[config.mk]
export PLATFORM = sky130hd
export DESIGN_NAME = modular_exponentiation
export DESIGN_NICKNAME = d
export VERILOG_FILES = /design/src/sv/mdexp_pkg.sv /design/src/sv/mdexp_datapath.sv /design/src/sv/mdexp_ctrl.sv /design/src/sv/modular_exponentiation.sv
export SDC_FILE = /design/constraint.sdc
export NUM_CORES = 1
export LEC_CHECK = 0
export ABC_AREA = 1
export BUFFER_PORTS_ARGS = -buffer_cell sky130_fd_sc_hd__buf_2
export CAP_MARGIN = 20
export CELL_PAD_IN_SITES_DETAIL_PLACEMENT = 1
export CELL_PAD_IN_SITES_GLOBAL_PLACEMENT = 2
export CORE_MARGIN = 1.5
export CORE_UTILIZATION = 34
export CTS_CLUSTER_SIZE = 16
export DETAILED_ROUTE_END_ITERATION = 8
export PLACE_DENSITY = 0.8
export SETUP_SLACK_MARGIN = 0.5
export SLEW_MARGIN = 15
export SYNTH_ARGS = -nofsm -noshare
export SYNTH_HDL_FRONTEND = slang
export SYNTH_SLANG_ARGS = --single-unit
export TNS_END_PERCENT = 20
[constraint.sdc]
create_clock -name i_clk -period 4.55 [get_ports i_clk]
set_input_delay 0.2275 -clock i_clk [delete_from_list [all_inputs] [get_ports i_clk]]
set_output_delay 0.2275 -clock i_clk [all_outputs]
set_load 0.05 [all_outputs]
[src/sv/mdexp_pkg.sv]
// Shared types and constants for the modular exponentiation block.
// Used by mdexp_ctrl, mdexp_datapath and modular_exponentiation; no dependencies.
package mdexp_pkg;

    localparam int WORD_WIDTH = 32;
    localparam int CNT_W      = $clog2(WORD_WIDTH);
    localparam int CFG_IDX_W  = 1;

    localparam logic [CFG_IDX_W-1:0] REG_MODULUS  = 1'd0;
    localparam logic [CFG_IDX_W-1:0] REG_EXPONENT = 1'd1;

    localparam logic [1:0] OP_BASE = 2'd0;
    localparam logic [1:0] OP_ACC  = 2'd1;
    localparam logic [1:0] OP_SQR  = 2'd2;

    typedef logic [WORD_WIDTH-1:0] t_word;

    typedef struct packed {
        logic       load;
        logic       mul_start;
        logic       mul_step;
        logic [1:0] op_sel;
        logic       wr_sq;
        logic       wr_acc;
        logic       shift_exp;
        logic       out_load;
    } t_dp_cmd;

    typedef struct packed {
        logic cfg_exp_zero;
        logic exp_bit0;
        logic exp_bit1;
        logic exp_rest_zero;
        logic mul_last;
    } t_dp_stat;

endpackage

[src/sv/mdexp_datapath.sv]
// Datapath: operand registers, exponent shifter and the shift-add modular multiplier.
// Driven by mdexp_ctrl through mdexp_pkg::t_dp_cmd; reports mdexp_pkg::t_dp_stat.
module mdexp_datapath (
    input  logic               i_clk,
    input  mdexp_pkg::t_dp_cmd i_cmd,
    input  mdexp_pkg::t_word   i_base,
    input  mdexp_pkg::t_word   i_modulus,
    input  mdexp_pkg::t_word   i_exponent,
    output mdexp_pkg::t_dp_stat o_stat,
    output mdexp_pkg::t_word   o_acc
);

    localparam int W = mdexp_pkg::WORD_WIDTH;

    mdexp_pkg::t_word r_base;
    mdexp_pkg::t_word r_acc;
    mdexp_pkg::t_word r_sq;
    mdexp_pkg::t_word r_exp;
    mdexp_pkg::t_word r_mx;
    mdexp_pkg::t_word r_my;
    mdexp_pkg::t_word r_r;
    logic [mdexp_pkg::CNT_W-1:0] r_cnt;

    mdexp_pkg::t_word n_r;
    mdexp_pkg::t_word w_x;
    mdexp_pkg::t_word w_y;
    logic [W+1:0] w_t;
    logic [W+1:0] w_addend;
    logic [W+1:0] w_m1;
    logic [W+1:0] w_m2;
    logic [W+1:0] w_d1;
    logic [W+1:0] w_d2;

    always_comb begin
        case (i_cmd.op_sel)
            mdexp_pkg::OP_BASE: begin
                w_x = r_base;
                w_y = W'(1);
            end
            mdexp_pkg::OP_ACC: begin
                w_x = r_acc;
                w_y = r_sq;
            end
            default: begin
                w_x = r_sq;
                w_y = r_sq;
            end
        endcase
    end

    always_comb begin
        w_addend = r_mx[W-1] ? {2'b00, r_my} : '0;
        w_t      = {1'b0, r_r, 1'b0} + w_addend;
        w_m1     = {2'b00, i_modulus};
        w_m2     = {1'b0, i_modulus, 1'b0};
        w_d1     = w_t - w_m1;
        w_d2     = w_t - w_m2;
        if (i_modulus == '0) begin
            n_r = w_t[W-1:0];
        end else if (w_t >= w_m2) begin
            n_r = w_d2[W-1:0];
        end else if (w_t >= w_m1) begin
            n_r = w_d1[W-1:0];
        end else begin
            n_r = w_t[W-1:0];
        end
    end

    always_ff @(posedge i_clk) begin
        if (i_cmd.load) begin
            r_base <= i_base;
            r_acc  <= W'(1);
            r_exp  <= i_exponent;
        end
        if (i_cmd.mul_start) begin
            r_mx  <= w_x;
            r_my  <= w_y;
            r_r   <= '0;
            r_cnt <= '0;
        end else if (i_cmd.mul_step) begin
            r_mx  <= {r_mx[W-2:0], 1'b0};
            r_r   <= n_r;
            r_cnt <= r_cnt + mdexp_pkg::CNT_W'(1);
        end
        if (i_cmd.wr_sq) begin
            r_sq <= r_r;
        end
        if (i_cmd.wr_acc) begin
            r_acc <= r_r;
        end
        if (i_cmd.shift_exp) begin
            r_exp <= {1'b0, r_exp[W-1:1]};
        end
    end

    assign o_stat.cfg_exp_zero  = (i_exponent == '0);
    assign o_stat.exp_bit0      = r_exp[0];
    assign o_stat.exp_bit1      = r_exp[1];
    assign o_stat.exp_rest_zero = (r_exp[W-1:1] == '0);
    assign o_stat.mul_last      = (r_cnt == mdexp_pkg::CNT_W'(W-1));
    assign o_acc                = r_acc;

endmodule

[src/sv/mdexp_ctrl.sv]
// Controller: sequences base reduction and square-and-multiply steps.
// Uses mdexp_pkg command and status types; drives mdexp_datapath.
module mdexp_ctrl (
    input  logic                i_clk,
    input  logic                i_rst_n,
    input  logic                i_in_valid,
    output logic                o_in_ready,
    input  logic                i_out_free,
    input  mdexp_pkg::t_dp_stat i_stat,
    output mdexp_pkg::t_dp_cmd  o_cmd
);

    localparam logic [2:0] S_IDLE   = 3'd0;
    localparam logic [2:0] S_MSTART = 3'd1;
    localparam logic [2:0] S_MSTEP  = 3'd2;
    localparam logic [2:0] S_WRITE  = 3'd3;
    localparam logic [2:0] S_DONE   = 3'd4;

    logic [2:0] r_state;
    logic [2:0] n_state;
    logic [1:0] r_op;
    logic [1:0] n_op;

    always_comb begin
        n_state = r_state;
        n_op    = r_op;
        o_cmd   = '0;
        o_cmd.op_sel = r_op;
        case (r_state)
            S_IDLE: begin
                if (i_in_valid) begin
                    o_cmd.load = 1'b1;
                    if (i_stat.cfg_exp_zero) begin
                        n_state = S_DONE;
                    end else begin
                        n_op    = mdexp_pkg::OP_BASE;
                        n_state = S_MSTART;
                    end
                end
            end
            S_MSTART: begin
                o_cmd.mul_start = 1'b1;
                n_state = S_MSTEP;
            end
            S_MSTEP: begin
                o_cmd.mul_step = 1'b1;
                if (i_stat.mul_last) begin
                    n_state = S_WRITE;
                end
            end
            S_WRITE: begin
                n_state = S_MSTART;
                case (r_op)
                    mdexp_pkg::OP_BASE: begin
                        o_cmd.wr_sq = 1'b1;
                        n_op = i_stat.exp_bit0 ? mdexp_pkg::OP_ACC : mdexp_pkg::OP_SQR;
                    end
                    mdexp_pkg::OP_ACC: begin
                        o_cmd.wr_acc = 1'b1;
                        n_op = mdexp_pkg::OP_SQR;
                        if (i_stat.exp_rest_zero) begin
                            n_state = S_DONE;
                        end
                    end
                    default: begin
                        o_cmd.wr_sq     = 1'b1;
                        o_cmd.shift_exp = 1'b1;
                        n_op = i_stat.exp_bit1 ? mdexp_pkg::OP_ACC : mdexp_pkg::OP_SQR;
                    end
                endcase
            end
            S_DONE: begin
                if (i_out_free) begin
                    o_cmd.out_load = 1'b1;
                    n_state = S_IDLE;
                end
            end
            default: begin
                n_state = S_IDLE;
            end
        endcase
    end

    always_ff @(posedge i_clk) begin
        if (!i_rst_n) begin
            r_state <= S_IDLE;
            r_op    <= mdexp_pkg::OP_BASE;
        end else begin
            r_state <= n_state;
            r_op    <= n_op;
        end
    end

    assign o_in_ready = (r_state == S_IDLE);

endmodule

[src/sv/modular_exponentiation.sv]
// Modular exponentiation top level: config registers, output register, controller, datapath.
// Each modular multiply runs a start step, 32 shift-add steps and a write-back step.
// A zero exponent skips all multiplies; one item at a time, the next is accepted once the
// result is registered.
// Reset (synchronous, active low): modulus 1, exponent 0, controller idle, no result.
// Depends on mdexp_pkg, mdexp_ctrl and mdexp_datapath.
module modular_exponentiation (
    input  logic                               i_clk,
    input  logic                               i_rst_n,
    input  logic                               i_cfg_we,
    input  logic [mdexp_pkg::CFG_IDX_W-1:0]    i_cfg_index,
    input  mdexp_pkg::t_word                   i_cfg_wdata,
    input  logic                               i_s_tvalid,
    output logic                               o_s_tready,
    input  logic [31:0]                        i_s_tdata,   // [31:0] base_value
    output logic                               o_m_tvalid,
    input  logic                               i_m_tready,
    output logic [31:0]                        o_m_tdata    // [31:0] power_result
);

    mdexp_pkg::t_word    r_modulus;
    mdexp_pkg::t_word    r_exponent;
    logic                r_out_valid;
    mdexp_pkg::t_word    r_out_data;
    mdexp_pkg::t_dp_cmd  w_cmd;
    mdexp_pkg::t_dp_stat w_stat;
    mdexp_pkg::t_word    w_acc;
    logic                w_out_free;

    always_ff @(posedge i_clk) begin
        if (!i_rst_n) begin
            r_modulus  <= mdexp_pkg::WORD_WIDTH'(1);
            r_exponent <= '0;
        end else if (i_cfg_we) begin
            case (i_cfg_index)
                mdexp_pkg::REG_MODULUS:  r_modulus  <= i_cfg_wdata;
                mdexp_pkg::REG_EXPONENT: r_exponent <= i_cfg_wdata;
                default: ;
            endcase
        end
    end

    assign w_out_free = !r_out_valid || i_m_tready;

    always_ff @(posedge i_clk) begin
        if (!i_rst_n) begin
            r_out_valid <= 1'b0;
        end else if (w_cmd.out_load) begin
            r_out_valid <= 1'b1;
        end else if (i_m_tready) begin
            r_out_valid <= 1'b0;
        end
    end

    always_ff @(posedge i_clk) begin
        if (w_cmd.out_load) begin
            r_out_data <= w_acc;
        end
    end

    mdexp_ctrl u_ctrl (
        .i_clk      (i_clk),
        .i_rst_n    (i_rst_n),
        .i_in_valid (i_s_tvalid),
        .o_in_ready (o_s_tready),
        .i_out_free (w_out_free),
        .i_stat     (w_stat),
        .o_cmd      (w_cmd)
    );

    mdexp_datapath u_datapath (
        .i_clk      (i_clk),
        .i_cmd      (w_cmd),
        .i_base     (i_s_tdata[mdexp_pkg::WORD_WIDTH-1:0]),
        .i_modulus  (r_modulus),
        .i_exponent (r_exponent),
        .o_stat     (w_stat),
        .o_acc      (w_acc)
    );

    assign o_m_tvalid = r_out_valid;
    assign o_m_tdata  = 32'(r_out_data);

`ifndef NO_ASSERTIONS
    a_busy_after_accept: assert property (@(posedge i_clk) disable iff (!i_rst_n)
        i_s_tvalid && o_s_tready |=> !o_s_tready)
        else $error("input accepted again while an item is in flight");

    a_load_when_free: assert property (@(posedge i_clk) disable iff (!i_rst_n)
        w_cmd.out_load |-> (!r_out_valid || i_m_tready))
        else $error("result register overwritten before transfer");

    a_result_reduced: assert property (@(posedge i_clk) disable iff (!i_rst_n)
        o_m_tvalid && (r_modulus > mdexp_pkg::WORD_WIDTH'(1)) |-> (r_out_data < r_modulus))
        else $error("result not reduced by modulus");
`endif

endmodule
==> run metrics <==
Inserted Clock Buffers 40; Power Density 899 mW/mm^2; worst slack at placement -0.378 ns; Period minus WS final 4.59 ns; Initial Util 0.343; Die W 244 um; Root Driver clkbuf_16; Post-Syn Area per Cell 7.77 sq um; worst min path class in2reg; area of the multi-input gates 0.0105 sq mm; RD Place Congestion 0.961; Seq/Total Area, Yosys 0.449; final worst slack -0.0393 ns; Critical Path Source Type register; main flop type after synthesis edfxtp_1; CP max FO 7; Worst path max stage delay 0.41 ns; final wirelength 72100 um; total power 23.4 mW; Clock Latency Late Sink 0.58 ns; post-DP HPWL 55200 um; Post-DP Area 0.0224 sq mm; most used cell, CP nand2_2; reg2reg setup slack -0.04 ns; row count 88; top cells by area, synth edfxtp_1, nand2_1, dfxtp_1, inv_1, ha_1; Post-Synthesis Net Count 2708; Clock Sinks 331; via count 18300; final hold vios 1; largest net degree at the start of global routing 68; clock power share 0.131; FF+latch area 0.00886 sq mm; cell type with the largest total area after synthesis edfxtp_1; Synth top area share 0.339; Crit. End Element register; fmax 0.218 GHz; post-layout instance area 0.0260 sq mm; Pins Over Slew Limit 0; Synth Warn # 0; layout cells sized above 1 0.229; failing checks hold timing, setup timing; IO buf count 103; post-synthesis cell area 0.0197 sq mm; critical path class reg2reg; VDD IR-drop max 0.558 mV; WHS -0.00505 ns; Layout area overhead 31.7%; relative slew slack 0.388; Via density 4.96; Nets 3070; Logic pwr share 0.685; first-pass GRT wire length 110000 um; RSZ-0062 raised after global routing yes; clock-pin transition on the worst setup and hold timing paths 0.06 ns; Cells after Synth 2538; Routed Antenna Nets 0; max-cap violation count 0; Ant. Diodes 0; fin crit share 1.01; CTS tree built; required time of the critical path 4.99 ns; Internal 12.0 mW; Die Ht 244 um; Worst-Margin Slew 0.918 ns; Sw Ratio 0.485; routed len/inst 19.5 um; status complete, but fails checks; Core Area 0.0575 sq mm; DR pass1 iterations 5; aggregate global-route resource usage 0.238; Post-Route Skew 0.0288 ns; initial antenna violation count 2; fill count 6913; die area 0.0595 sq mm; Post-synth EDFFs 223; final setup fails 8; async set-reset flop share out of synthesis 0; Crit-path slowest cell edfxtp_1; Worst EP arrival 5.03 ns; Yosys cell types 49; Seq cells post-synth 331; Reg power frac 0.184; Residual DRC 0; Longest Clk Path Bufs 3; total gr overflow 0; Initial DRC Count 882; IO Pins 104; net switching power 11.3 mW; Leak 11.4 nW; vias in the first global route 19600; htree depth 2
sequential cells by signal (all words and copies together) (netlist names), 3 cells and up:
signal and cells:
o_m_tdata 32, r_exponent 32, r_modulus 32, u_datapath.o_acc 32
u_datapath.r_base 32, u_datapath.r_exp 32, u_datapath.r_mx 32, u_datapath.r_my 32
u_datapath.r_r 32, u_datapath.r_sq 32, u_datapath.r_cnt 5, u_ctrl.r_state 3
critical path: cells and delay by family, from the launching register on:
family | cells | cell delay, ns
AND/OR/NAND/NOR | 21 | 2.00
buffers and inverters | 7 | 0.91
AO/OA/AOI/OAI | 3 | 0.49
adder cells (fa/ha/maj) | 2 | 0.46
flip-flops | 1 | 0.41
XOR/XNOR | 1 | 0.16
area by class of cell:
type | count | share of cell area
Sequential cell | 331 | 0.341
Multi-Input combinational cell | 1761 | 0.402
Clock buffer | 61 | 0.0448
Clock inverter | 12 | 0.00390
Timing Repair Buffer | 391 | 0.116
Tap cell | 765 | 0.0369
Inverter | 375 | 0.0547
path summary, 6_finish.rpt:
kind | cells past startpoint | end | from
max reg2reg | 34 | u_datapath.r_r[0]$_SDFFE_PN0P_ | u_datapath.r_mx[31]$_DFFE_PN_
max | 34 | u_datapath.r_r[0]$_SDFFE_PN0P_ | u_datapath.r_mx[31]$_DFFE_PN_
min reg2reg | 0 | o_m_tdata[15]$_DFFE_PP_ | u_datapath.o_acc[15]$_SDFFCE_PN0P_
min | 3 | r_modulus[28]$_SDFFE_PN0P_ | i_cfg_wdata[28]
cell usage in the layout, fill, tap and decap left out, drive strengths merged, types with 5 or more instances in the layout:
master,n
o21bai,16
a21oi,210
dfxtp,108
nand3b,15
nor3,24
ha,97
nand2,685
dlygate4sd3,58
xor2,46
or2,6
clkinv,12
nand4,29
o21a,42
nor4,18
xnor2,23
inv,374
o21ai,135
nor2,233
nand3,150
edfxtp,223
buf,330
clkbuf,62
a21o,5
metrics by stage:
stage | utilization | std cells | TNS [ns]
5_1_grt | 0.452 | 3696 | -5.85
3_5_place_dp | 0.391 | 3523 | -8.96
4_1_cts | 0.432 | 3669 | -0.132
2_1_floorplan | - | 2538 | 0
3_3_place_gp | 0.391 | 3523 | -5.89
6_report | 0.452 | 3696 | -0.172
what timing repair did:
item                                    4_1_cts  5_1_grt
buffers inserted                             12       23
pin swaps                                    26       90
resized for setup                            80      215
cloned                                        3        3
hold endpoints to repair                     66        0
endpoints found under the setup margin       32       32
hold buffers                                 58        0
per-layer routing:
metal	up-vias	share of wire	GRT usage
li1	9020	-	-
met1	8904	0.46	0.316
met2	302	0.48	0.399
met3	95	0.035	0.0289
met4	2	0.027	0.0819
met5	-	0.00018	0
synthesized netlist by cell type, types with 15 or more instances:
master and n:
nor3_1 23, nor2_1 230, o21a_1 42, ha_1 97
o21bai_1 16, clkbuf_1 53, nand4_1 29, nor4_1 18
dfxtp_1 108, xor2_1 46, nand3_1 147, nand3b_1 15
xnor2_1 23, edfxtp_1 223, a21oi_1 206, nand2_1 669
inv_1 368, o21ai_0 129
logic make-up after synthesis:
kind of cell,count (synthesis),synth area share
and+or+nand+nor,1166,0.248
buffers and inverters,447,0.0878
adders and majority gates,100,0.0646
AOI/OAI and AO/OA,425,0.120
DFF,331,0.449
xor gates and xnor gates,69,0.0306
power groups by stage:
stage	clock, mW	sequential, mW	combinational, mW
after floorplan	0	4.18	8.08
after global placement	0	4.29	13.3
after detailed placement	0	4.31	13.5
after CTS	3.13	4.28	14.2
after global routing	3.25	4.35	17.4
final	3.06	4.29	16.0
No activity file was read; power rests on OpenSTA's default activity.
